File: config.mk
export PLATFORM = sky130hd
export DESIGN_NAME = pidc_regs
export DESIGN_NICKNAME = d
export VERILOG_FILES = /design/src/hw/rtl/pidc_pkg.sv /design/src/hw/rtl/pidc_regs.sv
export SDC_FILE = /design/constraint.sdc
export NUM_CORES = 1
export LEC_CHECK = 0
export ABC_AREA = 1
export BUFFER_PORTS_ARGS = -buffer_cell sky130_fd_sc_hd__buf_2
export CAP_MARGIN = 5
export CELL_PAD_IN_SITES_DETAIL_PLACEMENT = 2
export CELL_PAD_IN_SITES_GLOBAL_PLACEMENT = 2
export CORE_UTILIZATION = 25
export CTS_BUF_LIST = sky130_fd_sc_hd__clkbuf_16
export DETAILED_ROUTE_END_ITERATION = 8
export PLACE_DENSITY = 0.85
export SLEW_MARGIN = 10
export SYNTH_ARGS = -nofsm -noshare
export SYNTH_HDL_FRONTEND = slang
export SYNTH_SLANG_ARGS = --single-unit
File: constraint.sdc
create_clock -name clk -period 1.6 [get_ports clk]
set_clock_uncertainty 0.15 [all_clocks]
set_input_delay 0.08 -clock clk [delete_from_list [all_inputs] [get_ports clk]]
set_output_delay 0.08 -clock clk [all_outputs]
set_load 0.005 [all_outputs]
File: src/hw/rtl/pidc_pkg.sv
package pidc_pkg;

  // configuration port
  localparam int ADDR_W = 5;

  typedef enum logic [2:0] {
    REG_LOOP_ENABLE  = 3'd0,
    REG_GAIN_P       = 3'd1,
    REG_GAIN_I       = 3'd2,
    REG_GAIN_D       = 3'd3,
    REG_OUTPUT_LIMIT = 3'd4
  } reg_index_t;

  // arithmetic constants
  localparam int          DIV_QBITS    = 62;
  localparam int          DIV_STEPS    = DIV_QBITS / 2;
  localparam int          DIV_CNT_W    = $clog2(DIV_STEPS);
  localparam logic [60:0] TERM_LIM     = {1'b1, 60'd0};
  localparam logic [47:0] TRAP_DIVISOR = 48'd2000000;
  localparam logic [95:0] TRAP_HALF    = 96'd1000000;
  localparam logic [31:0] US_PER_S     = 32'd1000000;
  localparam logic [95:0] ROUND_Q16    = 96'd32768;

  // payload words
  typedef struct packed {
    logic signed [31:0] setpoint;
    logic signed [31:0] measurement;
    logic        [31:0] elapsed_us;
    logic               clear_state;
  } sample_t;

  typedef struct packed {
    logic signed [31:0] drive;
    logic               updated;
    logic               clamped;
  } result_t;

  typedef struct packed {
    logic               loop_enable;
    logic signed [31:0] gain_p;
    logic signed [31:0] gain_i;
    logic signed [31:0] gain_d;
    logic        [30:0] output_limit;
  } cfg_t;

  // shared unit handshakes
  typedef struct packed {
    logic        start;
    logic [63:0] x;
    logic [31:0] y;
  } mul_req_t;

  typedef struct packed {
    logic        done;
    logic [95:0] prod;
  } mul_rsp_t;

  typedef struct packed {
    logic        start;
    logic [95:0] dividend;
    logic [47:0] divisor;
  } div_req_t;

  typedef struct packed {
    logic        done;
    logic [60:0] quotient;
  } div_rsp_t;

  // state machines
  typedef enum logic [1:0] {
    MUL_IDLE,
    MUL_LOW,
    MUL_HIGH
  } mul_phase_t;

  typedef enum logic {
    DIV_IDLE,
    DIV_RUN
  } div_state_t;

  typedef enum logic [4:0] {
    C_IDLE,
    C_GATE_GO,
    C_GATE_WAIT,
    C_TRAP_GO,
    C_TRAP_WAIT,
    C_TDIV_GO,
    C_TDIV_WAIT,
    C_PROP_GO,
    C_PROP_WAIT,
    C_INTG_GO,
    C_INTG_WAIT,
    C_DER1_GO,
    C_DER1_WAIT,
    C_DER2_GO,
    C_DER2_WAIT,
    C_DDIV_GO,
    C_DDIV_WAIT,
    C_CLAMP,
    C_FINISH
  } core_state_t;

endpackage

File: src/hw/rtl/pidc_regs.sv
module pidc_regs
  import pidc_pkg::*;
(
  input  logic              clk,
  input  logic              rst,
  input  logic              psel,
  input  logic              penable,
  input  logic              pwrite,
  input  logic [ADDR_W-1:0] paddr,
  input  logic [31:0]       pwdata,
  output logic [31:0]       prdata,
  output logic              pready,
  output cfg_t              cfg
);

  logic wr_en;

  assign pready = 1'b1;
  assign wr_en  = psel && penable && pwrite;

  // register writes
  always_ff @(posedge clk) begin
    if (rst) begin
      cfg <= '0;
    end else if (wr_en) begin
      case (paddr[ADDR_W-1:2])
        REG_LOOP_ENABLE:  cfg.loop_enable  <= pwdata[0];
        REG_GAIN_P:       cfg.gain_p       <= pwdata;
        REG_GAIN_I:       cfg.gain_i       <= pwdata;
        REG_GAIN_D:       cfg.gain_d       <= pwdata;
        REG_OUTPUT_LIMIT: cfg.output_limit <= pwdata[30:0];
        default: ;
      endcase
    end
  end

  // read mux
  always_comb begin
    case (paddr[ADDR_W-1:2])
      REG_LOOP_ENABLE:  prdata = {31'd0, cfg.loop_enable};
      REG_GAIN_P:       prdata = cfg.gain_p;
      REG_GAIN_I:       prdata = cfg.gain_i;
      REG_GAIN_D:       prdata = cfg.gain_d;
      REG_OUTPUT_LIMIT: prdata = {1'b0, cfg.output_limit};
      default:          prdata = '0;
    endcase
  end

endmodule

==> results of run 1 <==
-- path summary, 6_finish.rpt --
path                            slack [ns]  depth (start not counted)  endpoint
worst min register to register        0.35                          2   cfg[43]
worst max-delay path                  0.04                          8   cfg[42]
worst min-delay path                  0.06                          5  cfg[104]
worst max register to register        0.73                          2   cfg[45]
-- tightest hold or removal path, stage by stage --
cell and delay (ns):
buf_2 0.10, inv_4 0.13, buf_4 0.19, nand2_1 0.06, nor2_1 0.03
-- cell families (layout without fill, tap and decap cells) --
family                 Yosys count  after routing  share of synthesized area, %
AOI/OAI and AO/OA                1              1                        0.0806
buffers and inverters          160            409                          10.6
DFF                            128            128                          41.3
other                            1              1                        0.0605
and+or+nand+nor                752            752                          47.9
-- synth_stat cells (2+ instances only) --
library cell,count,area (sq um)
buf_4,2,15.0
nand2_1,382,1430
nand3_1,103,515
inv_2,2,7.51
inv_1,96,360
clkbuf_1,20,75.1
nor2_4,2,22.5
dfxtp_1,128,2560
nor2_1,262,983
buf_2,40,200
nor2_2,2,12.5
-- power by group through the flow --
stage	clock network [mW]	registers (mW)	logic, mW
3_3_place_gp	0	3.33	0.609
5_1_grt	3.95	3.27	0.842
3_5_place_dp	0	3.33	0.632
2_1_floorplan	0	3.33	0.333
4_1_cts	3.80	3.26	0.727
6_report	3.69	3.26	0.771
-- layout make-up --
type                            instances  share of cell area [%]
Multi-Input combinational cell        754                    33.7
Clock buffer                           17                    4.75
Tap cell                              324                    4.52
Clock inverter                         15                    1.38
Timing Repair Buffer                  279                    22.9
Sequential cell                       128                    28.6
Inverter                               98                    4.17
-- stage by stage --
stage,util [%],cells,hold WS [ns],area (sq um)
after floorplan,-,1042,0.155,6200
after global placement,32.0,1530,0.270,7790
after detailed placement,32.0,1530,0.290,7790
after CTS,36.1,1606,0.0485,8780
after global routing,36.9,1615,0.0907,8960
final,36.9,1615,0.0620,8960
-- per-layer routing --
| layer | GRT usage, % | vias up | wire [um] |
|---|---|---|---|
| met4 | 6.60 | 0 | 433 |
| met3 | 3.62 | 34 | 974 |
| met2 | 42.3 | 163 | 15300 |
| li1 | - | 3577 | - |
| met1 | 25.7 | 3726 | 12300 |
| met5 | 0 | - | 0 |
-- repair_timing --
action | CTS | global route
setup buffers | 0 | 4
hold endpoints to repair | 127 | 0
hold buffers | 44 | 0
gates resized for setup | 0 | 5
setup endpoints to repair | 0 | 24
==> metrics.md, run 1 <==
| Metric | Value |
|---|---|
| Status | completed |
| Total clock buffers created by CTS | 17 |
| DIE HEIGHT | 160 um |
| Setup CP Type | input port to flip-flop |
| Final worst slack | 0.0426 ns |
| Hold Path Origin | rst |
| Top delay family on crit path | buffers and inverters |
| RePlAce Congestion | 0.749 |
| Vias | 7500 |
| Clock sink count | 128 |
| Asr flop ratio synth | 0% |
| Pre-antenna DRT Iters | 4 |
| IO buf count | 199 |
| Number of max-cap violations | 0 |
| Final net count | 1320 |
| Power Dens Cells | 862 mW/mm^2 |
| Initial DRC count | 243 |
| Max_slew headroom | 58.4% |
| Die Width | 160 um |
| Crit path required time | 1.76 ns |
| Clock latency on the worst-skew pair | 0.41 ns |
| Int Pwr | 5.66 mW |
| Initial core utilization | 25.5% |
| Pre-CTS WS | 0.0583 ns |
| Commonest non-fill, non-tap cell in the layout | nand2_1 |
| Share of layout cells above drive strength 1 | 21.4% |
| Synth Net Count | 1084 |
| FILL cells | 3014 |
| Setup violators final | 0 |
| Final setup TNS | 0 ns |
| Vias per Instance | 4.64 |
| First-pass GRT wire length | 44900 um |
| Net Sw Frac | 26.7% |
| Clock network power share | 47.8% |
| Ports | 203 |
| Reg clk slew, reported paths | 0.06 ns |
| CP max-delay cell | dlygate4sd3_1 |
| Multi-input logic area | 0.00302 sq mm |
| Crit start category | input port |
| Hold crit path type | input port to flip-flop |
| Crit. Startpoint | psel |
| Main synth FF type | dfxtp_1 |
| Fmax | 642 MHz |
| Register area share after synthesis | 41.3% |
| Register area | 0.00256 sq mm |
| GRT Util Overall | 22.4% |
| Launching point of the worst reg2reg path | cfg[45] |
| Combinational share of power | 10.0% |
| Setup crit end kind | flip-flop |
| Max IR drop VDD | 0.000514 V |
| Crit path arrival time | 1.72 ns |
| Initial antenna violation count | 0 |
| Critical Path, Cell by Cell | buf_2 > nand3_1 > nor2_4 > buf_12 > nand2_1 > nand2_1 > dlygate4sd3_1 > nor2_1 |
| Pin count of the biggest net entering global routing | 41 |
| Detailed-placement wirelength estimate | 17500 um |
| TritonCTS clock tree | built |
| Worst-Margin Slew | 0.624 ns |
| GR Overflow Total | 0 |
| RSZ-0062 raised after global routing | no |
| Fin crit share | 97.3% |
| CP Buf/Inv Count | 3 |
| Post-Synthesis Cells | 1042 |
| Root Buffer | clkbuf_16 |
| EDFF count, synth | 0 |
| Net Switching | 2.06 mW |
| Std cell rows | 57 |
| Syn_area_per_cell | 5.95 sq um |
| Biggest regs | cfg: 128 flops |
| DRC | 0 |
| Leak Pwr | 4.63 nW |
| Sequential share of power | 42.3% |
| Critical Path Max Stage Delay | 0.58 ns |
| Full die area | 0.0254 sq mm |
| Drt total wl | 29000 um |
| Hold Vio Cnt, Final | 0 |
| Post-Syn Area | 0.00620 sq mm |
| H-tree Lvls | 4 |
| Yosys warning count | 0 |
| Final ANT Viol Nets | 0 |
| Commonest cells after routing, fill and taps aside | nand2_1 (382), nor2_1 (259), buf_2 (199), dfxtp_1 (128), nand3_1 (102) |
| Flops & latches, synth | 128 |
| Synth cell types | 14 |
| DR WL/cell | 18.0 um |
| Final Power | 7.72 mW |
| Final Slew Violations | 0 |
| Min cycle time layout | 1.56 ns |
| Crit path top cell by count | nand2_1 |
| Largest Register | cfg |
| Number of global-route vias before repair | 8148 |
| Floorplan core area | 0.0243 sq mm |
| Diode count | 0 |
| Syn-to-layout area delta | 44.5% |
| Bufs on Longest Clock Path | 2 |
| CP max FO | 26 |
| Number of flip-flops in the largest register | 128 |
(Power assumes the default switching activity.)
==> inputs of run 2 (changes only) <==
--- a/config.mk
+++ b/config.mk
@@ -13,7 +13,7 @@
 export CORE_UTILIZATION = 25
 export CTS_BUF_LIST = sky130_fd_sc_hd__clkbuf_16
 export DETAILED_ROUTE_END_ITERATION = 8
-export PLACE_DENSITY = 0.85
+export PLACE_DENSITY_LB_ADDON = 0.1
 export SLEW_MARGIN = 10
 export SYNTH_ARGS = -nofsm -noshare
 export SYNTH_HDL_FRONTEND = slang
==> run 2 against run 1 <==
Compared with the run above: via count fell by 5.6%; total power rose by 5.0%; hold slack improved by 0.033 ns; combinational power fell by 12%; worst setup slack improved by 0.087 ns; maximum frequency rose by 5.9%; count of clock-buffer cells in the layout did not move.
==> metrics.md, run 2 (synthesized netlist as in run 1, its figures left out) <==
| Metric | Value |
|---|---|
| Std cell rows | 57 |
| Commonest non-fill, non-tap cell in the layout | nand2_1 |
| Clock network power share | 51.4% |
| Crit start category | flip-flop |
| GRT Util Overall | 19.7% |
| Share of layout cells above drive strength 1 | 20.9% |
| Int Pwr | 6.10 mW |
| Detailed-placement wirelength estimate | 16600 um |
| Final setup TNS | 0 ns |
| Setup CP Type | flip-flop to output port |
| Register area | 0.00256 sq mm |
| Ports | 203 |
| Number of max-cap violations | 0 |
| Net Switching | 2.02 mW |
| Largest Register | cfg |
| Hold crit path type | input port to flip-flop |
| Reg clk slew, reported paths | 0.06 ns |
| RSZ-0062 raised after global routing | no |
| Sequential share of power | 40.2% |
| Status | completed |
| Drt total wl | 24500 um |
| GRT met3 Usage | 4.30% |
| H-tree Lvls | 4 |
| Initial core utilization | 25.5% |
| Clock sink count | 128 |
| Setup bufs post-CTS | 0 |
| IO buf count | 199 |
| First-pass GRT wire length | 39300 um |
| Min cycle time layout | 1.47 ns |
| Multi-input logic area | 0.00302 sq mm |
| DRC | 0 |
| Total clock buffers created by CTS | 17 |
| Pin count of the biggest net entering global routing | 55 |
| Final ANT Viol Nets | 0 |
| Die Width | 160 um |
| Setup crit end kind | output port |
| Commonest cells after routing, fill and taps aside | nand2_1 (382), nor2_1 (259), buf_2 (199), dfxtp_1 (128), nand3_1 (103) |
| Net Sw Frac | 24.8% |
| Diode count | 0 |
| Final Slew Violations | 0 |
| Syn-to-layout area delta | 40.4% |
| CP max FO | 3 |
| Root Buffer | clkbuf_16 |
| DIE HEIGHT | 160 um |
| Final Instance Area | 0.00871 sq mm |
| Full die area | 0.0254 sq mm |
| Placed Area | 0.00776 sq mm |
| Leak Pwr | 4.53 nW |
| Top Usage Layer GRT | met2 |
| Clock latency on the worst-skew pair | 0.42 ns |
| Crit path required time | 1.37 ns |
| Hold Vio Cnt, Final | 0 |
| Crit path arrival time | 1.24 ns |
| FILL cells | 3081 |
| Grt met1 use | 24.3% |
| Met2 Use GR | 34.2% |
| RePlAce Congestion | 0.734 |
| Combinational share of power | 8.4% |
| Fmax | 680 MHz |
| Setup violators final | 0 |
| Fin crit share | 91.9% |
| Pre-antenna DRT Iters | 4 |
| Final net count | 1301 |
| Initial DRC count | 212 |
| DR WL/cell | 15.4 um |
| Number of flip-flops in the largest register | 128 |
| Bufs on Longest Clock Path | 2 |
| Number of global-route vias before repair | 7190 |
| GR Overflow Total | 0 |
| Initial antenna violation count | 0 |
| Biggest regs | cfg: 128 flops |
| Max IR drop VDD | 0.000595 V |
| Floorplan core area | 0.0243 sq mm |
| TritonCTS clock tree | built |
| Vias per Instance | 4.44 |
| Power Dens Cells | 931 mW/mm^2 |
| Vias | 7081 |
## run 2: final cells by class
cell class | count | share of cell area [%]
Multi-Input combinational cell | 754 | 34.6
Sequential cell | 128 | 29.4
Timing Repair Buffer | 260 | 19.9
Clock buffer | 17 | 4.88
Tap cell | 324 | 4.65
Inverter | 98 | 4.25
Clock inverter | 15 | 2.23
## run 2: through the flow
stage | util [%] | std cells | setup WS (ns) | power, mW | hold slack, ns
after floorplan | - | 1042 | 0.387 | 3.66 | 0.155
after global placement | 31.9 | 1531 | 0.179 | 3.95 | 0.272
after detailed placement | 31.9 | 1531 | 0.128 | 3.96 | 0.291
after CTS | 35.8 | 1596 | 0.0958 | 8.25 | 0.0841
after global routing | 35.8 | 1596 | 0.0405 | 8.43 | 0.116
final | 35.8 | 1596 | 0.129 | 8.11 | 0.0955
## run 2: worst max-delay path, stage by stage, from the launching register on
cell	delay, ns
dfxtp_1	0.33
nand4_1	0.09
nand2_1	0.06
nor2_1	0.11
nand2_1	0.09
buf_2	0.14
## run 2: final timing paths
check	start	end	slack, ns	cells past startpoint
max	cfg[31]	prdata[0]	0.13	5
min	paddr[4]	cfg[127]	0.1	6
max reg2reg	cfg[127]	cfg[127]	0.79	2
min reg2reg	cfg[46]	cfg[46]	0.35	2
## run 2: power groups by stage
stage,registers [mW],clock network [mW],logic [mW]
after floorplan,3.33,0,0.333
after global placement,3.33,0,0.618
after detailed placement,3.33,0,0.628
after CTS,3.26,4.29,0.694
after global routing,3.27,4.41,0.757
final,3.26,4.17,0.679
## run 2: metal layers
layer	part of all wire, %	up-vias	routed length (um)
li1	-	3534	-
met1	47	3399	11400
met2	48	128	11800
met5	0	-	0
met3	4.1	20	1000
met4	1.3	0	311
## run 2: timing repair
action	in CTS	in global routing
endpoints found under the hold margin	128	0
gates resized for setup	0	0
hold buffers	33	0
