### src/hw/rtl/pidc_pkg.sv
package pidc_pkg;

  // configuration port
  localparam int ADDR_W = 5;

  typedef enum logic [2:0] {
    REG_LOOP_ENABLE  = 3'd0,
    REG_GAIN_P       = 3'd1,
    REG_GAIN_I       = 3'd2,
    REG_GAIN_D       = 3'd3,
    REG_OUTPUT_LIMIT = 3'd4
  } reg_index_t;

  // arithmetic constants
  localparam int          DIV_QBITS    = 62;
  localparam int          DIV_STEPS    = DIV_QBITS / 2;
  localparam int          DIV_CNT_W    = $clog2(DIV_STEPS);
  localparam logic [60:0] TERM_LIM     = {1'b1, 60'd0};
  localparam logic [47:0] TRAP_DIVISOR = 48'd2000000;
  localparam logic [95:0] TRAP_HALF    = 96'd1000000;
  localparam logic [31:0] US_PER_S     = 32'd1000000;
  localparam logic [95:0] ROUND_Q16    = 96'd32768;

  // payload words
  typedef struct packed {
    logic signed [31:0] setpoint;
    logic signed [31:0] measurement;
    logic        [31:0] elapsed_us;
    logic               clear_state;
  } sample_t;

  typedef struct packed {
    logic signed [31:0] drive;
    logic               updated;
    logic               clamped;
  } result_t;

  typedef struct packed {
    logic               loop_enable;
    logic signed [31:0] gain_p;
    logic signed [31:0] gain_i;
    logic signed [31:0] gain_d;
    logic        [30:0] output_limit;
  } cfg_t;

  // shared unit handshakes
  typedef struct packed {
    logic        start;
    logic [63:0] x;
    logic [31:0] y;
  } mul_req_t;

  typedef struct packed {
    logic        done;
    logic [95:0] prod;
  } mul_rsp_t;

  typedef struct packed {
    logic        start;
    logic [95:0] dividend;
    logic [47:0] divisor;
  } div_req_t;

  typedef struct packed {
    logic        done;
    logic [60:0] quotient;
  } div_rsp_t;

  // state machines
  typedef enum logic [1:0] {
    MUL_IDLE,
    MUL_LOW,
    MUL_HIGH
  } mul_phase_t;

  typedef enum logic {
    DIV_IDLE,
    DIV_RUN
  } div_state_t;

  typedef enum logic [4:0] {
    C_IDLE,
    C_GATE_GO,
    C_GATE_WAIT,
    C_TRAP_GO,
    C_TRAP_WAIT,
    C_TDIV_GO,
    C_TDIV_WAIT,
    C_PROP_GO,
    C_PROP_WAIT,
    C_INTG_GO,
    C_INTG_WAIT,
    C_DER1_GO,
    C_DER1_WAIT,
    C_DER2_GO,
    C_DER2_WAIT,
    C_DDIV_GO,
    C_DDIV_WAIT,
    C_CLAMP,
    C_FINISH
  } core_state_t;

endpackage

### src/hw/rtl/pidc_core.sv
module pidc_core
  import pidc_pkg::*;
(
  input  logic     clk,
  input  logic     rst,
  input  cfg_t     cfg,
  input  logic     sample_valid,
  output logic     sample_ready,
  input  sample_t  sample,
  output logic     result_valid,
  input  logic     result_ready,
  output result_t  result,
  output mul_req_t mul_req,
  input  mul_rsp_t mul_rsp,
  output div_req_t div_req,
  input  div_rsp_t div_rsp
);

  core_state_t        state, state_next;
  logic signed [32:0] err_r, prev_r;
  logic        [31:0] us_r;
  logic signed [31:0] meas_r;
  logic signed [31:0] last_meas;
  logic signed [47:0] integ;
  logic signed [62:0] sum;
  result_t            res;
  result_t            out;
  logic               out_valid;

  logic               accept, skip, slot_free, load_out, gate;
  logic signed [33:0] esum, diff;
  logic        [63:0] mag_integ, mag_esum, mag_err, mag_diff;
  logic        [31:0] mag_gp, mag_gi, mag_gd;
  logic               neg_trap, neg_p, neg_i, neg_d;
  logic        [60:0] tq;
  logic signed [62:0] integ_sum;
  logic signed [47:0] integ_sat;
  logic signed [62:0] lim_s, neg_lim;
  logic signed [31:0] drive_c;
  logic               clamp_c;

  function automatic logic [63:0] mag64(input logic [63:0] v);
    return v[63] ? 64'd0 - v : v;
  endfunction

  // round a Q.32 product to Q.16, ties away from zero, saturated
  function automatic logic [60:0] round_q16(input logic [95:0] p);
    logic [95:0] t;
    t = p + ROUND_Q16;
    if (t[95:16] > 80'(TERM_LIM)) return TERM_LIM;
    return t[76:16];
  endfunction

  function automatic logic signed [62:0] apply_sign(input logic neg, input logic [60:0] q);
    logic signed [62:0] q_ext;
    q_ext = {2'b00, q};
    return neg ? -q_ext : q_ext;
  endfunction

  assign result       = out;
  assign result_valid = out_valid;
  assign accept       = sample_valid && sample_ready;
  assign skip         = !cfg.loop_enable || sample.clear_state;
  assign slot_free    = !out_valid || result_ready;
  assign load_out     = (state == C_FINISH) && slot_free;

  // operand magnitudes and term signs
  assign esum      = {err_r[32], err_r} + {prev_r[32], prev_r};
  assign diff      = {err_r[32], err_r} - {prev_r[32], prev_r};
  assign mag_integ = mag64({{16{integ[47]}}, integ});
  assign mag_esum  = mag64({{30{esum[33]}}, esum});
  assign mag_err   = mag64({{31{err_r[32]}}, err_r});
  assign mag_diff  = mag64({{30{diff[33]}}, diff});
  assign mag_gp    = 32'(mag64({{32{cfg.gain_p[31]}}, cfg.gain_p}));
  assign mag_gi    = 32'(mag64({{32{cfg.gain_i[31]}}, cfg.gain_i}));
  assign mag_gd    = 32'(mag64({{32{cfg.gain_d[31]}}, cfg.gain_d}));
  assign neg_trap  = esum[33];
  assign neg_p     = err_r[32] ^ cfg.gain_p[31];
  assign neg_i     = integ[47] ^ cfg.gain_i[31];
  assign neg_d     = diff[33] ^ cfg.gain_d[31];
  assign tq        = round_q16(mul_rsp.prod);

  // integrate while |integral| * gain_i stays below the limit, or while gain_i < 0 and integral != 0
  assign gate = (cfg.gain_i[31] && (integ != '0)) ||
                ((mul_rsp.prod[95:47] == '0) &&
                 (mul_rsp.prod[46:0] < {cfg.output_limit, 16'd0}));

  // integral update with 48 bit saturation
  always_comb begin
    integ_sum = {{15{integ[47]}}, integ} + apply_sign(neg_trap, div_rsp.quotient);
    if (integ_sum[62:47] == {16{integ_sum[47]}}) begin
      integ_sat = integ_sum[47:0];
    end else if (integ_sum[62]) begin
      integ_sat = {1'b1, 47'd0};
    end else begin
      integ_sat = {1'b0, {47{1'b1}}};
    end
  end

  // output clamp
  assign lim_s   = {32'd0, cfg.output_limit};
  assign neg_lim = -lim_s;

  always_comb begin
    clamp_c = 1'b0;
    drive_c = sum[31:0];
    if (sum > lim_s) begin
      drive_c = {1'b0, cfg.output_limit};
      clamp_c = 1'b1;
    end else if (sum < neg_lim) begin
      drive_c = neg_lim[31:0];
      clamp_c = 1'b1;
    end
  end

  // sequencer
  always_ff @(posedge clk) begin
    if (rst) begin
      state <= C_IDLE;
    end else begin
      state <= state_next;
    end
  end

  always_comb begin
    state_next   = state;
    sample_ready = 1'b0;
    mul_req      = '0;
    div_req      = '0;
    case (state)
      C_IDLE: begin
        sample_ready = 1'b1;
        if (sample_valid) state_next = skip ? C_FINISH : C_GATE_GO;
      end
      C_GATE_GO: begin
        mul_req    = '{start: 1'b1, x: mag_integ, y: mag_gi};
        state_next = C_GATE_WAIT;
      end
      C_GATE_WAIT: if (mul_rsp.done) state_next = gate ? C_TRAP_GO : C_PROP_GO;
      C_TRAP_GO: begin
        mul_req    = '{start: 1'b1, x: mag_esum, y: us_r};
        state_next = C_TRAP_WAIT;
      end
      C_TRAP_WAIT: if (mul_rsp.done) state_next = C_TDIV_GO;
      C_TDIV_GO: begin
        div_req    = '{start: 1'b1, dividend: mul_rsp.prod + TRAP_HALF,
                       divisor: TRAP_DIVISOR};
        state_next = C_TDIV_WAIT;
      end
      C_TDIV_WAIT: if (div_rsp.done) state_next = C_PROP_GO;
      C_PROP_GO: begin
        mul_req    = '{start: 1'b1, x: mag_err, y: mag_gp};
        state_next = C_PROP_WAIT;
      end
      C_PROP_WAIT: if (mul_rsp.done) state_next = C_INTG_GO;
      C_INTG_GO: begin
        mul_req    = '{start: 1'b1, x: mag_integ, y: mag_gi};
        state_next = C_INTG_WAIT;
      end
      C_INTG_WAIT: if (mul_rsp.done) state_next = (us_r != '0) ? C_DER1_GO : C_CLAMP;
      C_DER1_GO: begin
        mul_req    = '{start: 1'b1, x: mag_diff, y: US_PER_S};
        state_next = C_DER1_WAIT;
      end
      C_DER1_WAIT: if (mul_rsp.done) state_next = C_DER2_GO;
      C_DER2_GO: begin
        mul_req    = '{start: 1'b1, x: mul_rsp.prod[63:0], y: mag_gd};
        state_next = C_DER2_WAIT;
      end
      C_DER2_WAIT: if (mul_rsp.done) state_next = C_DDIV_GO;
      C_DDIV_GO: begin
        div_req    = '{start: 1'b1, dividend: mul_rsp.prod + {49'd0, us_r, 15'd0},
                       divisor: {us_r, 16'd0}};
        state_next = C_DDIV_WAIT;
      end
      C_DDIV_WAIT: if (div_rsp.done) state_next = C_CLAMP;
      C_CLAMP:  state_next = C_FINISH;
      C_FINISH: if (slot_free) state_next = C_IDLE;
      default:  state_next = C_IDLE;
    endcase
  end

  // controller state, working registers and output word
  always_ff @(posedge clk) begin
    if (rst) begin
      last_meas <= '0;
      integ     <= '0;
      out_valid <= 1'b0;
    end else begin
      if (accept) begin
        if (skip) begin
          last_meas <= '0;
          integ     <= '0;
          res       <= '0;
        end else begin
          err_r  <= {sample.setpoint[31], sample.setpoint} -
                    {sample.measurement[31], sample.measurement};
          prev_r <= {sample.setpoint[31], sample.setpoint} - {last_meas[31], last_meas};
          us_r   <= sample.elapsed_us;
          meas_r <= sample.measurement;
        end
      end
      case (state)
        C_TDIV_WAIT: if (div_rsp.done) integ <= integ_sat;
        C_PROP_WAIT: if (mul_rsp.done) sum <= apply_sign(neg_p, tq);
        C_INTG_WAIT: if (mul_rsp.done) sum <= sum + apply_sign(neg_i, tq);
        C_DDIV_WAIT: if (div_rsp.done) sum <= sum + apply_sign(neg_d, div_rsp.quotient);
        C_CLAMP: begin
          res       <= '{drive: drive_c, updated: 1'b1, clamped: clamp_c};
          last_meas <= meas_r;
        end
        default: ;
      endcase
      if (load_out) begin
        out       <= res;
        out_valid <= 1'b1;
      end else if (result_ready) begin
        out_valid <= 1'b0;
      end
    end
  end

endmodule

### config.mk
export PLATFORM = sky130hd
export DESIGN_NAME = pidc_core
export DESIGN_NICKNAME = d
export VERILOG_FILES = /design/src/hw/rtl/pidc_pkg.sv /design/src/hw/rtl/pidc_core.sv
export SDC_FILE = /design/constraint.sdc
export NUM_CORES = 2
export LEC_CHECK = 0
export ABC_CLOCK_PERIOD_IN_PS = 10890
export BUFFER_PORTS_ARGS = -buffer_cell sky130_fd_sc_hd__buf_4
export CORE_MARGIN = 3
export CORE_UTILIZATION = 40
export CTS_BUF_LIST = sky130_fd_sc_hd__clkbuf_8
export CTS_CLUSTER_DIAMETER = 50
export DETAILED_ROUTE_END_ITERATION = 10
export HOLD_SLACK_MARGIN = 0.02
export PLACE_DENSITY = 0.61
export SLEW_MARGIN = 25
export SYNTH_ARGS = -nofsm -noshare
export SYNTH_HDL_FRONTEND = slang
export SYNTH_SLANG_ARGS = --single-unit
### constraint.sdc
create_clock -name clk -period 10.89 [get_ports clk]
set_clock_uncertainty 0.2 [all_clocks]
set_input_delay 1.6335 -clock clk [delete_from_list [all_inputs] [get_ports clk]]
set_output_delay 1.6335 -clock clk [all_outputs]
set_load 0.01 [all_outputs]
==> metrics <==
run status completed; clock-pin transition on the worst setup and hold timing paths 0.06 ns; residual DRC count 0; endpoint class of the critical path register; DR iter-0 viols 6,498; total power of the final layout 7.02 mW; CTS tree yes; power per cell area 118 mW/mm^2; required time worst endpoint 11.32 ns; total routing usage reported by global routing 0.385; number of iterations in the first detailed-routing pass 7; count of buffers inserted at the top-level ports 652; final worst path period share 0.945; area leader, netlist sky130_fd_sc_hd__edfxtp_1; first-pass GRT wire length 374 mm; starting density of the core 0.405; count of standard-cell rows 129; layout net count 8,127; startpoint type of the worst setup path register; overall die width 361 um; share of cells above drive strength 1 0.165; final hold violation count 0; HPWL Detailed 215 mm; vertical extent of the die 361 um; maximum single-stage delay on the critical path 0.86 ns; count of synthesis-stage warnings from yosys 0; share of synthesized registers carrying an async set or reset 0; Area contributors post-synth sky130_fd_sc_hd__edfxtp_1 16%, sky130_fd_sc_hd__ha_1 11%, sky130_fd_sc_hd__xnor2_1 8.7%; share of the synthesized area in the top cell type 0.155; Syn Std Cell Area 0.0505 mm^2; type of the tightest min-delay check register to register; post-layout worst setup margin 0.594 ns; master cell of the clock root buffer sky130_fd_sc_hd__clkbuf_8; leading register cell type out of synthesis sky130_fd_sc_hd__edfxtp_1; top cells by count, synth 617 x sky130_fd_sc_hd__nand2_1, 535 x sky130_fd_sc_hd__a21oi_1, 504 x sky130_fd_sc_hd__xnor2_1; number of hold buffers added after CTS 0; worst-path maximum fanout 18; pin count of the biggest net entering global routing 67; max capacitance violation total 0; DIE AREA 0.130 mm^2; final setup TNS 0 ns; routed wire length 264 mm; remaining antenna violation count after routing 0; vias post-DR 57,400; number of max-slew violations in the final report 0; count of cells along the worst register-to-register path 27; Worst IR Drop VDD 0.111 mV; Worst slew margin 0.237; Achievable Freq 97.1 MHz; buffer depth of the longest clock path 3; highest-delay cell along the critical path sky130_fd_sc_hd__xor2_1; Ports 666; arrival time worst endpoint 10.72 ns; Hold Path Stages 0; number of failing setup endpoints in the final timing report 0; post-place setup slack 0.177 ns; area of the core region 0.124 mm^2; setup repair after global routing missed its margin no; Final Wtd Congestion 1.07; WS Path Type register to register; Seq cells post-synth 347; leakage component of the power 24.8 nW; min Tclk post-route 10.30 ns; fraction of the yosys area taken by sequential cells 0.189; number of vias per cell 6.36; Post-CTS Setup Inserts 0; deepest level of the CTS H-tree 3; count of flip-flops with a built-in enable after synthesis 261; per-instance average area after synthesis 7.53 um^2; relative area change from synthesis to final layout 18.2%; total congestion overflow 0; number of gates resized after CTS 0; number of instances in the synthesized netlist 6,697; via count of the first global-routing pass 53,800; number of sinks on the clock net 347; post-synth cell types 118; cell with the most instances after synthesis sky130_fd_sc_hd__nand2_1; transition time at the pin with the least slew margin 1.14 ns; number of buffers inserted during clock tree synthesis 81; Wirelength per Cell 29.3 um; worst skew pair latency 0.81 ns; initial antenna violation count 30
-- flip-flops by register name, summed over array words and instances (netlist names) --
signal	cells
result	34
integ	48
prev_r	33
us_r	32
sum	63
meas_r	32
res	34
err_r	33
last_meas	32
result_valid	1
state	5
-- metrics by stage --
| step | cell area (um^2) | hold slack (ns) | utilization | instances |
|---|---|---|---|---|
| 6_report | 59600 | 0.213 | 0.479 | 9021 |
| 5_1_grt | 59600 | 0.222 | 0.479 | 9006 |
| 4_1_cts | 59600 | 0.214 | 0.479 | 9000 |
| 3_5_place_dp | 57700 | 0.206 | 0.464 | 8850 |
| 3_3_place_gp | 57700 | 0.201 | 0.464 | 8850 |
| 2_1_floorplan | 50500 | 0.200 | - | 6709 |
-- critical path, delay by kind of cell (launching register included) --
family          cells  cell delay (ns)
compound gates     11             3.41
xor+xnor            1             0.86
fa+ha+maj           2             0.96
buf+inv             1             0.17
flops               1             0.52
mux                 1             0.37
simple gates       11             3.61
-- worst paths after layout --
path,from,endpoint,slack [ns]
hold reg to reg,res[14],result[14],0.21
setup reg to reg,err_r[8],integ[15],0.59
setup / recovery,err_r[8],integ[15],0.59
hold / removal,res[14],result[14],0.21
-- cell type report --
type	instances	area (um^2)
antenna	21	52.6
clock buffer	87	1200
clock inverter	63	624
fill	12600	64800
inverter	275	1030
multi-input combinational	5707	38500
sequential	347	9560
tap	1637	2050
timing repair buffer	884	6640
-- report_power, final --
part           internal (mW)  switching (mW)
Combinational           1.30            2.25
Sequential              1.57           0.136
Clock                   1.01           0.750
-- logic make-up (layout without fill, tap and decap cells) --
family,after synthesis,in the layout,synth area share
buffers and inverters,655,1309,0.0536
and+or+nand+nor,2411,2411,0.243
muxes,47,47,0.00955
other,1,34,0.0000743
adders and majority gates,443,443,0.111
AOI/OAI and AO/OA,2011,2011,0.258
DFF,347,347,0.189
xor gates and xnor gates,782,782,0.136
-- cell usage in the layout (no fill, tap or decap), types with 21 or more instances in the layout --
cell / n
sky130_fd_sc_hd__ha_1: 436
sky130_fd_sc_hd__o221ai_1: 34
sky130_fd_sc_hd__nand2_1: 615
sky130_fd_sc_hd__edfxtp_1: 261
sky130_fd_sc_hd__nand3_1: 211
sky130_fd_sc_hd__buf_4: 884
sky130_fd_sc_hd__nor2b_1: 42
sky130_fd_sc_hd__o31ai_1: 96
sky130_fd_sc_hd__or2_2: 41
sky130_fd_sc_hd__inv_1: 281
sky130_fd_sc_hd__or4_1: 51
sky130_fd_sc_hd__nor2_1: 494
sky130_fd_sc_hd__xor2_1: 276
sky130_fd_sc_hd__and4_1: 28
sky130_fd_sc_hd__xnor2_1: 500
sky130_fd_sc_hd__nand4_1: 155
sky130_fd_sc_hd__and2_1: 78
sky130_fd_sc_hd__o21a_1: 65
sky130_fd_sc_hd__o21ai_0: 442
sky130_fd_sc_hd__a21o_1: 192
sky130_fd_sc_hd__o22ai_1: 103
sky130_fd_sc_hd__a31oi_1: 79
sky130_fd_sc_hd__a21oi_1: 533
sky130_fd_sc_hd__o211ai_1: 38
sky130_fd_sc_hd__diode_2: 21
sky130_fd_sc_hd__a22oi_1: 36
sky130_fd_sc_hd__o21bai_1: 43
sky130_fd_sc_hd__o41ai_1: 28
sky130_fd_sc_hd__and3_1: 113
sky130_fd_sc_hd__nand2b_1: 73
sky130_fd_sc_hd__nor4_1: 116
sky130_fd_sc_hd__a211oi_1: 40
sky130_fd_sc_hd__a222oi_1: 28
sky130_fd_sc_hd__clkbuf_8: 87
sky130_fd_sc_hd__a211oi_2: 30
sky130_fd_sc_hd__nor3_1: 157
sky130_fd_sc_hd__dfxtp_1: 85
sky130_fd_sc_hd__or3_1: 96
sky130_fd_sc_hd__nand2_2: 31
sky130_fd_sc_hd__mux2i_1: 40
-- routing by layer --
metal,share of wire,GRT usage,wire length (um)
met5,0.00021,0,55
met4,0.057,0.194,14900
met2,0.45,0.607,118000
met1,0.40,0.495,107000
met3,0.094,0.0841,24800
(Power assumes the default switching activity.)
