$ cat src/hw/rtl/pidc_pkg.sv
package pidc_pkg;

  // configuration port
  localparam int ADDR_W = 5;

  typedef enum logic [2:0] {
    REG_LOOP_ENABLE  = 3'd0,
    REG_GAIN_P       = 3'd1,
    REG_GAIN_I       = 3'd2,
    REG_GAIN_D       = 3'd3,
    REG_OUTPUT_LIMIT = 3'd4
  } reg_index_t;

  // arithmetic constants
  localparam int          DIV_QBITS    = 62;
  localparam int          DIV_STEPS    = DIV_QBITS / 2;
  localparam int          DIV_CNT_W    = $clog2(DIV_STEPS);
  localparam logic [60:0] TERM_LIM     = {1'b1, 60'd0};
  localparam logic [47:0] TRAP_DIVISOR = 48'd2000000;
  localparam logic [95:0] TRAP_HALF    = 96'd1000000;
  localparam logic [31:0] US_PER_S     = 32'd1000000;
  localparam logic [95:0] ROUND_Q16    = 96'd32768;

  // payload words
  typedef struct packed {
    logic signed [31:0] setpoint;
    logic signed [31:0] measurement;
    logic        [31:0] elapsed_us;
    logic               clear_state;
  } sample_t;

  typedef struct packed {
    logic signed [31:0] drive;
    logic               updated;
    logic               clamped;
  } result_t;

  typedef struct packed {
    logic               loop_enable;
    logic signed [31:0] gain_p;
    logic signed [31:0] gain_i;
    logic signed [31:0] gain_d;
    logic        [30:0] output_limit;
  } cfg_t;

  // shared unit handshakes
  typedef struct packed {
    logic        start;
    logic [63:0] x;
    logic [31:0] y;
  } mul_req_t;

  typedef struct packed {
    logic        done;
    logic [95:0] prod;
  } mul_rsp_t;

  typedef struct packed {
    logic        start;
    logic [95:0] dividend;
    logic [47:0] divisor;
  } div_req_t;

  typedef struct packed {
    logic        done;
    logic [60:0] quotient;
  } div_rsp_t;

  // state machines
  typedef enum logic [1:0] {
    MUL_IDLE,
    MUL_LOW,
    MUL_HIGH
  } mul_phase_t;

  typedef enum logic {
    DIV_IDLE,
    DIV_RUN
  } div_state_t;

  typedef enum logic [4:0] {
    C_IDLE,
    C_GATE_GO,
    C_GATE_WAIT,
    C_TRAP_GO,
    C_TRAP_WAIT,
    C_TDIV_GO,
    C_TDIV_WAIT,
    C_PROP_GO,
    C_PROP_WAIT,
    C_INTG_GO,
    C_INTG_WAIT,
    C_DER1_GO,
    C_DER1_WAIT,
    C_DER2_GO,
    C_DER2_WAIT,
    C_DDIV_GO,
    C_DDIV_WAIT,
    C_CLAMP,
    C_FINISH
  } core_state_t;

endpackage

$ cat src/hw/rtl/pidc_div.sv
module pidc_div
  import pidc_pkg::*;
(
  input  logic     clk,
  input  logic     rst,
  input  div_req_t req,
  output div_rsp_t rsp
);

  div_state_t           state, state_next;
  logic [47:0]          divisor;
  logic [47:0]          rem;
  logic [DIV_QBITS-1:0] low;
  logic [DIV_QBITS-1:0] quo;
  logic [DIV_QBITS-1:0] quo_next;
  logic [DIV_CNT_W-1:0] cnt;
  logic [60:0]          res;
  logic                 done;
  logic                 ovf;
  logic                 last;
  logic [48:0]          r1a, r2a;
  logic [47:0]          r1, r2;
  logic                 b1, b0;

  assign rsp.done     = done;
  assign rsp.quotient = res;

  // quotient would reach 2^62 or more: saturate at once
  assign ovf  = 48'(req.dividend[95:DIV_QBITS]) >= req.divisor;
  assign last = (cnt == DIV_CNT_W'(DIV_STEPS - 1));

  // two restoring steps per cycle
  always_comb begin
    r1a      = {rem, low[DIV_QBITS-1]};
    b1       = r1a >= {1'b0, divisor};
    r1       = b1 ? 48'(r1a - {1'b0, divisor}) : r1a[47:0];
    r2a      = {r1, low[DIV_QBITS-2]};
    b0       = r2a >= {1'b0, divisor};
    r2       = b0 ? 48'(r2a - {1'b0, divisor}) : r2a[47:0];
    quo_next = {quo[DIV_QBITS-3:0], b1, b0};
  end

  always_comb begin
    state_next = state;
    case (state)
      DIV_IDLE: if (req.start && !ovf) state_next = DIV_RUN;
      DIV_RUN:  if (last) state_next = DIV_IDLE;
      default:  state_next = DIV_IDLE;
    endcase
  end

  always_ff @(posedge clk) begin
    if (rst) begin
      state <= DIV_IDLE;
      done  <= 1'b0;
    end else begin
      state <= state_next;
      done  <= ((state == DIV_IDLE) && req.start && ovf) || ((state == DIV_RUN) && last);
    end
  end

  // remainder, dividend bits and quotient
  always_ff @(posedge clk) begin
    case (state)
      DIV_IDLE: begin
        if (req.start) begin
          rem     <= 48'(req.dividend[95:DIV_QBITS]);
          low     <= req.dividend[DIV_QBITS-1:0];
          quo     <= '0;
          cnt     <= '0;
          divisor <= req.divisor;
          if (ovf) res <= TERM_LIM;
        end
      end
      DIV_RUN: begin
        rem <= r2;
        low <= {low[DIV_QBITS-3:0], 2'b00};
        quo <= quo_next;
        cnt <= cnt + DIV_CNT_W'(1);
        if (last) res <= (quo_next > DIV_QBITS'(TERM_LIM)) ? TERM_LIM : quo_next[60:0];
      end
      default: ;
    endcase
  end

endmodule

$ cat config.mk
export PLATFORM = sky130hd
export DESIGN_NAME = pidc_div
export DESIGN_NICKNAME = d
export VERILOG_FILES = /design/src/hw/rtl/pidc_pkg.sv /design/src/hw/rtl/pidc_div.sv
export SDC_FILE = /design/constraint.sdc
export NUM_CORES = 1
export LEC_CHECK = 0
export BUFFER_PORTS_ARGS = -buffer_cell sky130_fd_sc_hd__buf_2
export CAP_MARGIN = 5
export CORE_ASPECT_RATIO = 1.25
export CORE_MARGIN = 2
export CORE_UTILIZATION = 30
export DETAILED_ROUTE_END_ITERATION = 8
export GPL_TIMING_DRIVEN = 0
export HOLD_SLACK_MARGIN = 0.02
export PLACE_DENSITY = 0.44
export SETUP_SLACK_MARGIN = 0.02
export SYNTH_ARGS = -nofsm -noshare
export SYNTH_HDL_FRONTEND = slang
export SYNTH_SLANG_ARGS = --single-unit
$ cat constraint.sdc
create_clock -name clk -period 6.9 [get_ports clk]
set_clock_uncertainty 0.1 [all_clocks]
set_input_delay 1.38 -clock clk [delete_from_list [all_inputs] [get_ports clk]]
set_output_delay 1.38 -clock clk [all_outputs]
set_load 0.1 [all_outputs]
==> impl_results.rst, run 1 <==
.. list-table::
   :header-rows: 1

   * - Metric
     - Value
   * - Global-route wire length before repair
     - 92600 um
   * - Post-synthesis share of cell area spent on and, or, nand and nor gates
     - about 15%
   * - IO Pins
     - between 200 and 250
   * - Post-Synth Adder-Cell Area
     - under 10%
   * - Net count after synthesis
     - 2046
   * - Tightest Pin Transition
     - 1077 ps
   * - Net count reported at finish
     - 2296
   * - Total via count after detailed routing
     - 14817
   * - Top post-synthesis cells by count
     - edfxtp_1 (284), a21oi_1 (138), ha_1 (132), and2_1 (124), inv_1 (120)
   * - Chip width
     - 225.2 um
   * - Via count of the first global-routing pass
     - 15160
   * - Detailed Routing Iterations Pass 1
     - 5
   * - Worst Setup Slack post-DPL
     - -1849 ps
   * - Footprint of the multi-input gates
     - 0.009184 mm2
   * - Fraction of final layout cells with drive strength greater than 1
     - 21.26%
   * - HPWL reported at the end of detailed placement
     - just under 50000 um
   * - Hold Path Sink
     - low[21]$_DFFE_PP_
   * - Largest cells by area after synthesis
     - edfxtp_1 (46%), ha_1 (9.0%), mux2_2 (5.1%), and2_1 (4.2%), a21oi_1 (3.8%)
   * - Die Span Y
     - 280.5 um
   * - Classification of the worst-slack hold path
     - reg -> reg
   * - Setup violations, final
     - 0
   * - Async S/R FF share, synth
     - 0%
   * - Initial core utilization
     - 30.24%
   * - Final hold violation count
     - 0
   * - Static Leak
     - 8.769 nW
   * - Critical path startpoint
     - divisor[33]$_DFFE_PP_
   * - Synthesized cell area
     - 0.01834 mm2
   * - Count of flip-flops with a built-in enable after synthesis
     - 284
   * - Sequential Area
     - 0.008568 mm2
   * - Post-synthesis cell type with the largest combined area
     - edfxtp_1
   * - Sequential share of the synthesized area
     - between 40% and 50%
   * - Clock-pin slew on the worst setup and hold paths
     - 60 ps
   * - Power Density
     - 513.3 mW/mm2
   * - Area share of the leading cell type in the synthesized netlist
     - a little under half
   * - Antenna violations before repair
     - 1
   * - Worst hold margin
     - around 440 ps
   * - Pin count of the biggest net entering global routing
     - 63
   * - Min-Delay Startpoint
     - low[19]$_DFFE_PP_
   * - Hold buffer count at cts
     - 0
   * - Dominant combinational cell family by area after synthesis
     - compound AO/OA/AOI/OAI gates
   * - Reg2reg path depth
     - 26
   * - Worst VDD drop
     - around 0.22 mV
   * - Routed wirelength normalized by instance count
     - 22.38 um
   * - Clock latency of the later-clocked register in the worst-skew pair
     - 570 ps
   * - Aggregate routed wire length
     - 62970 um
   * - Final setup margin
     - 265.5 ps
   * - Final min period
     - approximately 6600 ps
   * - Pins Over Slew Limit
     - 0
   * - Number of standard cells after synthesis
     - 1765
   * - FF-to-FF End
     - rem[44]$_SDFFCE_PN0P_
   * - Synthesized-area fraction occupied by xor and xnor cells
     - about 4.2%
   * - Compound-gate portion of the synthesized area
     - between 10% and 20%
   * - CTS H-tree depth
     - 2
   * - CTS tree
     - built
   * - Number of library cell types mapped by synthesis
     - 68
   * - Num rows
     - 101
   * - Most instantiated library cell after synthesis
     - edfxtp_1
   * - Reg-to-reg critical path startpoint
     - divisor[33]$_DFFE_PP_
   * - Category of the worst setup path launch point
     - flop
   * - Clock buffers created by TritonCTS
     - 35
   * - Relative area change from synthesis to final layout
     - 19.89%
   * - Mux cell area share after synthesis
     - 5.204%
   * - All-layer global routing usage
     - 19.54%
   * - Root cell of the clock tree
     - clkbuf_16
   * - WP data arrival
     - 6850 ps
   * - Via-per-instance ratio
     - 5.265
   * - Post-route setup TNS
     - 0 ps
   * - Max-Slew Margin vs Limit
     - 28.17%
   * - Register-to-Register Setup Slack
     - 270 ps
   * - Commonest register cell after synthesis
     - edfxtp_1
   * - Gr ovfl total
     - 0
   * - Unrepaired setup endpoints after global routing
     - false
   * - Residual DRC count
     - 0
   * - Average footprint of a synthesized cell
     - 10.39 um2
   * - Design Power
     - 11.29 mW
   * - Max cap viols
     - 0
   * - Number of sinks on the clock net
     - 286
   * - Run status
     - finished clean
   * - CP endpoint kind
     - flop
   * - Flip-flop and latch count after synthesis
     - 286
   * - DIE AREA
     - about 0.063 mm2
   * - Number of routed nets with antenna violations
     - 0
   * - Core region area
     - 0.06066 mm2
   * - Port Buf Inserts
     - approximately 210
   * - Share of the clock period used by the worst path
     - a little under 100%
   * - WP data required
     - 7120 ps
   * - Total of warnings raised by yosys
     - 0
   * - Number of DRC markers after the initial detailed-route iteration
     - 903
   * - Clock buffer depth
     - 3
   * - WS Path Type
     - reg -> reg
   * - Max frequency
     - 150.7 MHz
   * - Weighted congestion reported at the end of routability-driven placement
     - 0.9310
   * - Fillers
     - 6157
   * - Highest fanout seen on the critical path
     - 10
   * - Hold Path Stages
     - 1
## area by class of cell
class                      instances  share of cell area (%)
sequential                       286                   38.96
tap                              772                   4.392
antenna                            1                 0.01138
multi-input combinational       1272                   41.76
clock buffer                      38                   4.130
clock inverter                    25                  0.9729
inverter                         121                   2.065
buffer                            71                   1.849
timing repair buffer             228                   5.860
## kinds of logic after synthesis
kind of cell             Yosys count
flip-flops                       286
AO/OA/AOI/OAI                    445
buffers and inverters            207
adder cells (fa/ha/maj)          134
AND/OR/NAND/NOR                  519
multiplexers                      85
XOR/XNOR                          89
## how the worst max path moves through the flow
stage	endpoint	slack, ps	depth (start not counted)
after floorplan	rem[14]$_DFFE_PP_	970	27
after global placement	rem[19]$_DFFE_PP_	-1880	24
after detailed placement	rem[19]$_DFFE_PP_	-1850	24
after CTS	res[54]$_SDFFCE_PN0P_	2	26
after global routing	rem[23]$_DFFE_PP_	6	25
final	rem[44]$_SDFFCE_PN0P_	270	26
## report_power, final
part,switching [mW],internal (mW)
Clock,0.801,1.07
Combinational,4.45,2.61
Sequential,0.134,2.22
## worst max-delay path: stages, from the launching register on
cell and delay (ps):
edfxtp_1 340, inv_1 80, ha_1 270, clkbuf_1 440, nand4_1 210, nor2_1 280
a21oi_1 100, o21ai_0 190, a21oi_1 140, o21ai_2 90, buf_6 190, buf_6 240
clkbuf_8 240, a21oi_2 100, buf_4 140, fa_1 420, a21o_1 190, a221o_1 400
a311oi_4 410, o221ai_1 290, a21o_1 290, o21a_1 270, o22ai_1 390, o21bai_1 120
a21oi_1 190, xnor2_1 80, a22o_1 170
## cells in the final DEF, fill, tap and decap left out, types with 6 or more instances in the layout
cell type	count
a211oi_1	15
nor3_1	22
a21oi_1	134
xnor2_1	58
o21bai_1	13
clkbuf_1	41
nand2_1	89
nand3_1	45
ha_1	126
clkbuf_16	36
buf_4	19
nor2_1	107
a21o_1	57
nor2b_1	16
a31oi_1	25
xor2_1	31
o21a_1	20
nand4_1	53
o211ai_1	15
inv_1	120
nor4_1	16
nand2b_1	11
buf_6	10
mux2_2	83
buf_2	217
o21ai_1	6
and3_1	12
o31ai_1	8
o221ai_1	7
o21ai_0	81
edfxtp_1	284
clkinv_1	12
and2_1	124
## state kept, by name (all words and copies together), names as in the netlist
signal and cells:
cnt 5, done 1, low 62, state 1, quo 60, rem 48
res 61, divisor 48
## timing repair
item | CTS | global route
pin swaps | 7 | 7
buffers inserted | 3 | 13
cloned | 0 | 0
setup endpoints to repair | 108 | 108
resized for setup | 60 | 21
## through the flow
stage / instances / area, um2 / util, %
floorplan: 1765 / 18340 / -
CTS: 2803 / 21830 / 35.98
global placement: 2745 / 20350 / 33.55
global route: 2814 / 21990 / 36.26
finish: 2814 / 21990 / 36.26
detailed placement: 2749 / 20470 / 33.75
## per-layer routing
metal,vias to the layer above,track usage (%),share of wire [%]
met5,-,0,0
met1,7211,23.01,40
met3,141,2.346,3.9
li1,7026,-,-
met4,0,8.796,4.6
met2,439,35.34,51
(Power assumes the default switching activity.)
==> inputs of run 2 (changes only) <==
GPL_TIMING_DRIVEN = 1   (was 0)
==> run 2 against run 1 <==
Clock power increased by 6%. Core utilization down 0.16 points. Combinational power down 0.8%. Worst setup slack better by 63 ps. Register-to-register slack better by 60 ps. Final cell count shrank 0.78%. Power is 0.64% higher. Critical endpoint is now rem[14]$_DFFE_PP_. Largest cell class unchanged.
==> impl_results.rst, run 2 (synthesis gave the netlist of run 1 again) <==
.. list-table::
   :header-rows: 1

   * - Metric
     - Value
   * - Unrepaired setup endpoints after global routing
     - false
   * - Tightest Pin Transition
     - 1125 ps (+47.57 ps)
   * - Core region area
     - 0.06066 mm2 (unchanged)
   * - Setup violations, final
     - 0 (unchanged)
   * - Number of flip-flops under the largest register name
     - 62 (unchanged)
   * - Clock buffers created by TritonCTS
     - 36 (+2.9%)
   * - Largest registers
     - low x62, res x61, quo x60
   * - Clock-pin slew on the worst setup and hold paths
     - 60 ps (about the same)
   * - Post-route setup TNS
     - 0 ps (unchanged)
   * - WS Path Type
     - reg -> reg
   * - Category of the worst setup path launch point
     - flop
   * - Initial core utilization
     - 30.24% (unchanged)
   * - Number of sinks on the clock net
     - 286 (unchanged)
   * - Die Span Y
     - 280.5 um (unchanged)
   * - Pins Over Slew Limit
     - 0 (unchanged)
   * - Pin count of the biggest net entering global routing
     - 147 (+130%)
   * - Detailed Routing Iterations Pass 1
     - 8 (+3)
   * - WP data required
     - 7100 ps (-20 ps)
   * - Antenna violations before repair
     - 0 (-1)
   * - IO Pins
     - 209 (unchanged)
   * - Cell with the most instances on the worst path
     - a21o_1
   * - Cell count after placement
     - 2721 (-1.0%)
   * - Via count of the first global-routing pass
     - 14707 (-3.0%)
   * - CTS tree
     - built
   * - Chip width
     - 225.2 um (unchanged)
   * - Highest fanout seen on the critical path
     - 6 (-4)
   * - WP data arrival
     - 6770 ps (-80 ps)
   * - CP endpoint kind
     - flop
   * - Classification of the worst-slack hold path
     - reg -> reg
   * - WP buf/inv
     - 4 (-2)
   * - Slowest cell on the critical path
     - a311o_1
   * - Net count reported at finish
     - 2274 (-0.96%)
   * - Reg2reg path depth
     - 26 (unchanged)
   * - Port Buf Inserts
     - 208 (unchanged)
   * - Routed wirelength normalized by instance count
     - 20.54 um (-8.2%)
   * - Antenna fix cells
     - 0 (-1)
   * - Max-Slew Margin vs Limit
     - 24.36% (-3.8 points)
   * - Non-filler cells in the finished layout
     - 2792 (-0.78%)
   * - Relative area change from synthesis to final layout
     - 19.37%
   * - Worst VDD drop
     - 0.2549 mV (+15%)
   * - Hold buffer count at cts
     - 0 (unchanged)
   * - Final hold violation count
     - 0 (unchanged)
   * - Commonest non-fill, non-tap cells in the layout
     - edfxtp_1 (284), buf_2 (208), a21oi_1 (137)
   * - Aggregate routed wire length
     - 57350 um (-8.9%)
   * - Num rows
     - 101 (unchanged)
   * - Total via count after detailed routing
     - 14458 (-2.4%)
   * - All-layer global routing usage
     - 17.84% (-1.7 points)
   * - Delay-heaviest family, CP
     - compound AO/OA/AOI/OAI gates
   * - Hold Path Stages
     - 1 (unchanged)
   * - HPWL reported at the end of detailed placement
     - 43090 um (-11%)
   * - Fraction of final layout cells with drive strength greater than 1
     - 21.39% (+0.12 points)
   * - Share of the clock period used by the worst path
     - 95.24% (-0.91 points)
   * - Number of routed nets with antenna violations
     - 0 (unchanged)
   * - Root cell of the clock tree
     - clkbuf_16
   * - Global-route wire length before repair
     - 86420 um (-6.7%)
   * - Via-per-instance ratio
     - 5.178 (-1.7%)
   * - Max cap viols
     - 0 (unchanged)
   * - Final min period
     - 6572 ps (-62.84 ps)
   * - Top reg by flops
     - low
   * - Static Leak
     - 8.843 nW (+0.84%)
   * - Number of DRC markers after the initial detailed-route iteration
     - 888 (-1.7%)
   * - Largest stage delay, worst path
     - 430 ps (about the same)
   * - Residual DRC count
     - 0 (unchanged)
   * - Clock buffer depth
     - 3 (unchanged)
   * - Run status
     - finished clean
   * - Max frequency
     - 152.2 MHz (+0.96%)
   * - Leading cell type in the layout, fill and taps excluded
     - edfxtp_1
   * - Power Density
     - 518.8 mW/mm2 (+1.1%)
   * - Weighted congestion reported at the end of routability-driven placement
     - 0.8871 (-4.7%)
   * - CP Depth
     - 26 (unchanged)
   * - Clock latency of the later-clocked register in the worst-skew pair
     - 560 ps (about the same)
   * - CTS H-tree depth
     - 2 (unchanged)
   * - Gr ovfl total
     - 0 (unchanged)
   * - DIE AREA
     - 0.06315 mm2 (unchanged)
run 2: cell types whose count changed in the layout (fill, tap and decap cells not counted), moves of 4 or more:
cell,before,now
buf_4,19,57
clkbuf_1,41,8
buf_6,10,0
buf_2,217,208
buf_12,3,11
clkinv_1,12,5
ha_1,126,132
ha_2,5,0
a21oi_2,4,0
run 2: cell type report:
class | instances | area (um2)
Clock buffer | 45 | 955.9
Clock inverter | 20 | 261.5
Fill cell | 6162 | 38760
Inverter | 121 | 454.2
Multi-Input combinational cell | 1272 | 8999
Sequential cell | 286 | 8572
Tap cell | 772 | 965.9
Timing Repair Buffer | 276 | 1689
run 2: worst paths after layout:
path / to / slack [ps] / start
max: rem[14]$_DFFE_PP_ / 330 / low[61]$_DFFE_PP_
min: low[22]$_DFFE_PP_ / 450 / low[20]$_DFFE_PP_
max reg2reg: rem[14]$_DFFE_PP_ / 330 / low[61]$_DFFE_PP_
min reg2reg: low[22]$_DFFE_PP_ / 450 / low[20]$_DFFE_PP_
run 2: repair_timing:
item,4_1_cts,5_1_grt
setup buffers,0,6
endpoints found under the setup margin,0,107
gates resized for setup,0,6
run 2: report_power, final:
| group | leakage, nW | switching (mW) | internal (mW) |
|---|---|---|---|
| combinational | 5.49 | 4.15 | 2.85 |
| clock | 0.592 | 0.781 | 1.21 |
| sequential | 2.77 | 0.138 | 2.22 |
run 2: stage by stage:
step           hold WS (ps)  instance area [um2]  setup WS [ps]  util, %  power, mW
2_1_floorplan         423.2                18340          974.5        -      6.936
3_3_place_gp          425.0                20610          40.25    33.97      9.262
3_5_place_dp          433.5                20610          25.28    33.97      9.238
4_1_cts               445.5                21820          22.85    35.98      11.31
5_1_grt               455.0                21900          50.08    36.10      12.16
6_report              445.2                21900          328.3    36.10      11.36
run 2: routing by layer:
layer / up-vias / wire (um) / global-route usage, %
li1: 6980 / - / -
met1: 6997 / 23230 / 20.81
met2: 368 / 29650 / 32.41
met3: 113 / 2004 / 2.335
met4: 0 / 2457 / 7.964
met5: - / 0 / 0
==> inputs of run 3 (changes only) <==
CORE_ASPECT_RATIO = 0.75   (was 1.25)
==> run 3 against run 2 <==
Die area about the same. Wire length up 1.4%. Core utilization fell by 0.46 points. Non-clock buffer count down 22. Worst setup slack got worse by 130 ps. Critical path type unchanged.
==> impl_results.rst, run 3 (synthesis gave the netlist of run 1 again) <==
.. list-table::
   :header-rows: 1

   * - Metric
     - Value
   * - Die Span Y
     - 218.2 um (-22%)
   * - Tightest Pin Transition
     - 916.8 ps (-208.3 ps)
   * - Antenna violations before repair
     - 7 (+7)
   * - Power Density
     - 503.8 mW/mm2 (-2.9%)
   * - Static Leak
     - 8.647 nW (-2.2%)
   * - CP endpoint kind
     - flop
   * - Unrepaired setup endpoints after global routing
     - false
   * - Net count reported at finish
     - 2252 (-0.97%)
   * - Root cell of the clock tree
     - clkbuf_16
   * - FF-to-FF End
     - rem[40]$_SDFFCE_PN0P_
   * - Reg-to-reg critical path startpoint
     - divisor[28]$_DFFE_PP_
   * - Core utilization of the finished layout
     - 35.64% (-0.46 points)
   * - HPWL reported at the end of detailed placement
     - 42970 um (-0.27%)
   * - Pin count of the biggest net entering global routing
     - 84 (-43%)
   * - Min-Delay Startpoint
     - low[8]$_DFFE_PP_
   * - Largest registers
     - low x62, res x61, quo x60
   * - Fraction of final layout cells with drive strength greater than 1
     - 20.38% (-1.0 points)
   * - Number of DRC markers after the initial detailed-route iteration
     - 1203 (+35%)
   * - Detailed Routing Iterations Pass 1
     - 6 (-2)
   * - Met3 capacity usage during global routing
     - 3.549% (+1.2 points)
   * - WS Path Type
     - reg -> reg
   * - Register-to-Register Setup Slack
     - 200 ps (-130 ps)
   * - All-layer global routing usage
     - 18.23% (+0.39 points)
   * - Reg2reg path depth
     - 23 (-12%)
   * - Total via count after detailed routing
     - 14519 (+0.42%)
   * - Clock buffer depth
     - 3 (unchanged)
   * - Weighted congestion reported at the end of routability-driven placement
     - 0.9011 (+1.6%)
   * - Final hold violation count
     - 0 (unchanged)
   * - Max-Slew Margin vs Limit
     - 38.88% (+15 points)
   * - Share of the clock period used by the worst path
     - 97.11% (+1.9 points)
   * - Cell area reported after detailed placement
     - 0.02042 mm2 (-0.89%)
   * - Hold Path Stages
     - 1 (unchanged)
   * - Pins Over Slew Limit
     - 0 (unchanged)
   * - Post-layout instance area
     - 0.02157 mm2 (-1.5%)
   * - Global-route wire length before repair
     - 87530 um (+1.3%)
   * - Relative area change from synthesis to final layout
     - 17.56%
   * - Port Buf Inserts
     - 208 (unchanged)
   * - Via-per-instance ratio
     - 5.189 (+0.21%)
   * - Leading cell type in the layout, fill and taps excluded
     - edfxtp_1
   * - Core region area
     - 0.06051 mm2 (-0.25%)
   * - Clock buffers created by TritonCTS
     - 36 (unchanged)
   * - Classification of the worst-slack hold path
     - reg -> reg
   * - Max cap viols
     - 0 (unchanged)
   * - WP data arrival
     - 6870 ps (+100 ps)
   * - Final min period
     - 6700 ps (+128.8 ps)
   * - Setup violations, final
     - 0 (unchanged)
   * - Number of routed nets with antenna violations
     - 0 (unchanged)
   * - Worst VDD drop
     - 0.2364 mV (-7.3%)
   * - IO Pins
     - 209 (unchanged)
   * - Clock latency of the later-clocked register in the worst-skew pair
     - 550 ps (about the same)
   * - Chip width
     - 289.5 um (+29%)
   * - Run status
     - finished clean
   * - Aggregate routed wire length
     - 58150 um (+1.4%)
   * - Met2 demand-to-capacity share in global routing
     - 26.35% (-6.1 points)
   * - Number of sinks on the clock net
     - 286 (unchanged)
   * - Hold Path Sink
     - low[10]$_DFFE_PP_
   * - CTS tree
     - built
   * - Routed wirelength normalized by instance count
     - 20.78 um (+1.2%)
   * - Most heavily used metal layer in global routing
     - met1
   * - Num rows
     - 78 (-23%)
   * - Met1 track demand over resource in global routing
     - 27.44% (+6.6 points)
   * - Max frequency
     - 149.2 MHz (-1.9%)
   * - Commonest non-fill, non-tap cells in the layout
     - edfxtp_1 (284), buf_2 (208), a21oi_1 (136)
   * - Top reg by flops
     - low
   * - Post-route setup TNS
     - 0 ps (unchanged)
   * - Via count of the first global-routing pass
     - 14259 (-3.0%)
   * - Initial core utilization
     - 30.32% (+0.075 points)
   * - Highest fanout seen on the critical path
     - 9 (+3)
   * - Residual DRC count
     - 0 (unchanged)
   * - CTS H-tree depth
     - 2 (unchanged)
   * - Number of flip-flops under the largest register name
     - 62 (unchanged)
   * - WP data required
     - 7070 ps (-30 ps)
   * - Clock-pin slew on the worst setup and hold paths
     - 60 ps (about the same)
   * - Hold buffer count at cts
     - 0 (unchanged)
   * - Category of the worst setup path launch point
     - flop
   * - Gr ovfl total
     - 0 (unchanged)
   * - DIE AREA
     - 0.06316 mm2 (about the same)
run 3: cell types whose count changed in the layout (fill, tap and decap cells not counted), moves of 2 or more:
| cell | delta |
|---|---|
| clkinv_1 | +4 |
| buf_12 | -7 |
| buf_4 | -15 |
| clkbuf_1 | -2 |
| inv_6 | -2 |
| bufinv_16 | -4 |
| clkinv_2 | +4 |
run 3: area by class of cell:
class                   count  area, um2
multi-input cells        1272       9010
repair buffers            254       1436
fillers                  6137      38940
clock inverters            22      166.4
well taps                 800       1001
diodes                      1      2.502
flip-flops and latches    286       8572
clock buffers              42      923.4
inverters                 121      454.2
run 3: layer usage:
layer	share of wire, %	vias up
li1	-	6935
met1	49	7010
met2	41	472
met3	7.0	90
met4	2.2	12
met5	0.12	-
run 3: where the power goes:
group          leakage, nW  internal, mW  total, mW  switching, mW
Combinational         5.35          2.57       6.70           4.13
Clock                0.536          1.03       1.81          0.773
Sequential            2.77          2.22       2.36          0.142
run 3: critical path, cell delays in order, from the launching register on:
cell      delay [ps]
edfxtp_1         340
inv_1             80
ha_1             400
and3_1           270
nand2_1          130
nor3_2           460
nand3_1          240
o21ai_1          290
a21oi_1          130
o21ai_4          190
buf_4            190
mux2_2           340
ha_1             350
a21o_1           220
a221o_1          380
a311oi_2         420
o221ai_1         360
a21o_1           320
o21ai_1          300
o21ai_0          210
a31o_1           260
a21oi_1          170
xor2_1           160
o21ai_0          110
run 3: what timing repair did:
| action | CTS | global route |
|---|---|---|
| buffers inserted | 0 | 3 |
| gates resized for setup | 0 | 6 |
| setup endpoints to repair | 0 | 97 |
run 3: worst max path at each step:
| stage | from | to | depth (start not counted) |
|---|---|---|---|
| 6_report | divisor[28]$_DFFE_PP_ | rem[40]$_SDFFCE_PN0P_ | 23 |
| 5_1_grt | divisor[11]$_DFFE_PP_ | res[24]$_SDFFCE_PN0P_ | 24 |
| 4_1_cts | low[61]$_DFFE_PP_ | res[18]$_SDFFCE_PN0P_ | 24 |
| 3_5_place_dp | low[61]$_DFFE_PP_ | res[30]$_SDFFCE_PN0P_ | 24 |
| 3_3_place_gp | low[61]$_DFFE_PP_ | res[26]$_SDFFCE_PN0P_ | 24 |
| 2_1_floorplan | rem[14]$_DFFE_PP_ | rem[14]$_DFFE_PP_ | 27 |
run 3: through the flow:
| stage | hold slack [ps] | std cells | setup slack [ps] | power, mW |
|---|---|---|---|---|
| finish | 439.7 | 2798 | 199.5 | 10.87 |
| global route | 455.3 | 2797 | 26.70 | 11.61 |
| CTS | 444.3 | 2794 | 92.21 | 10.76 |
| detailed placement | 431.2 | 2730 | 127.0 | 8.889 |
| global placement | 425.8 | 2730 | 86.48 | 8.919 |
| floorplan | 423.2 | 1765 | 974.5 | 6.936 |
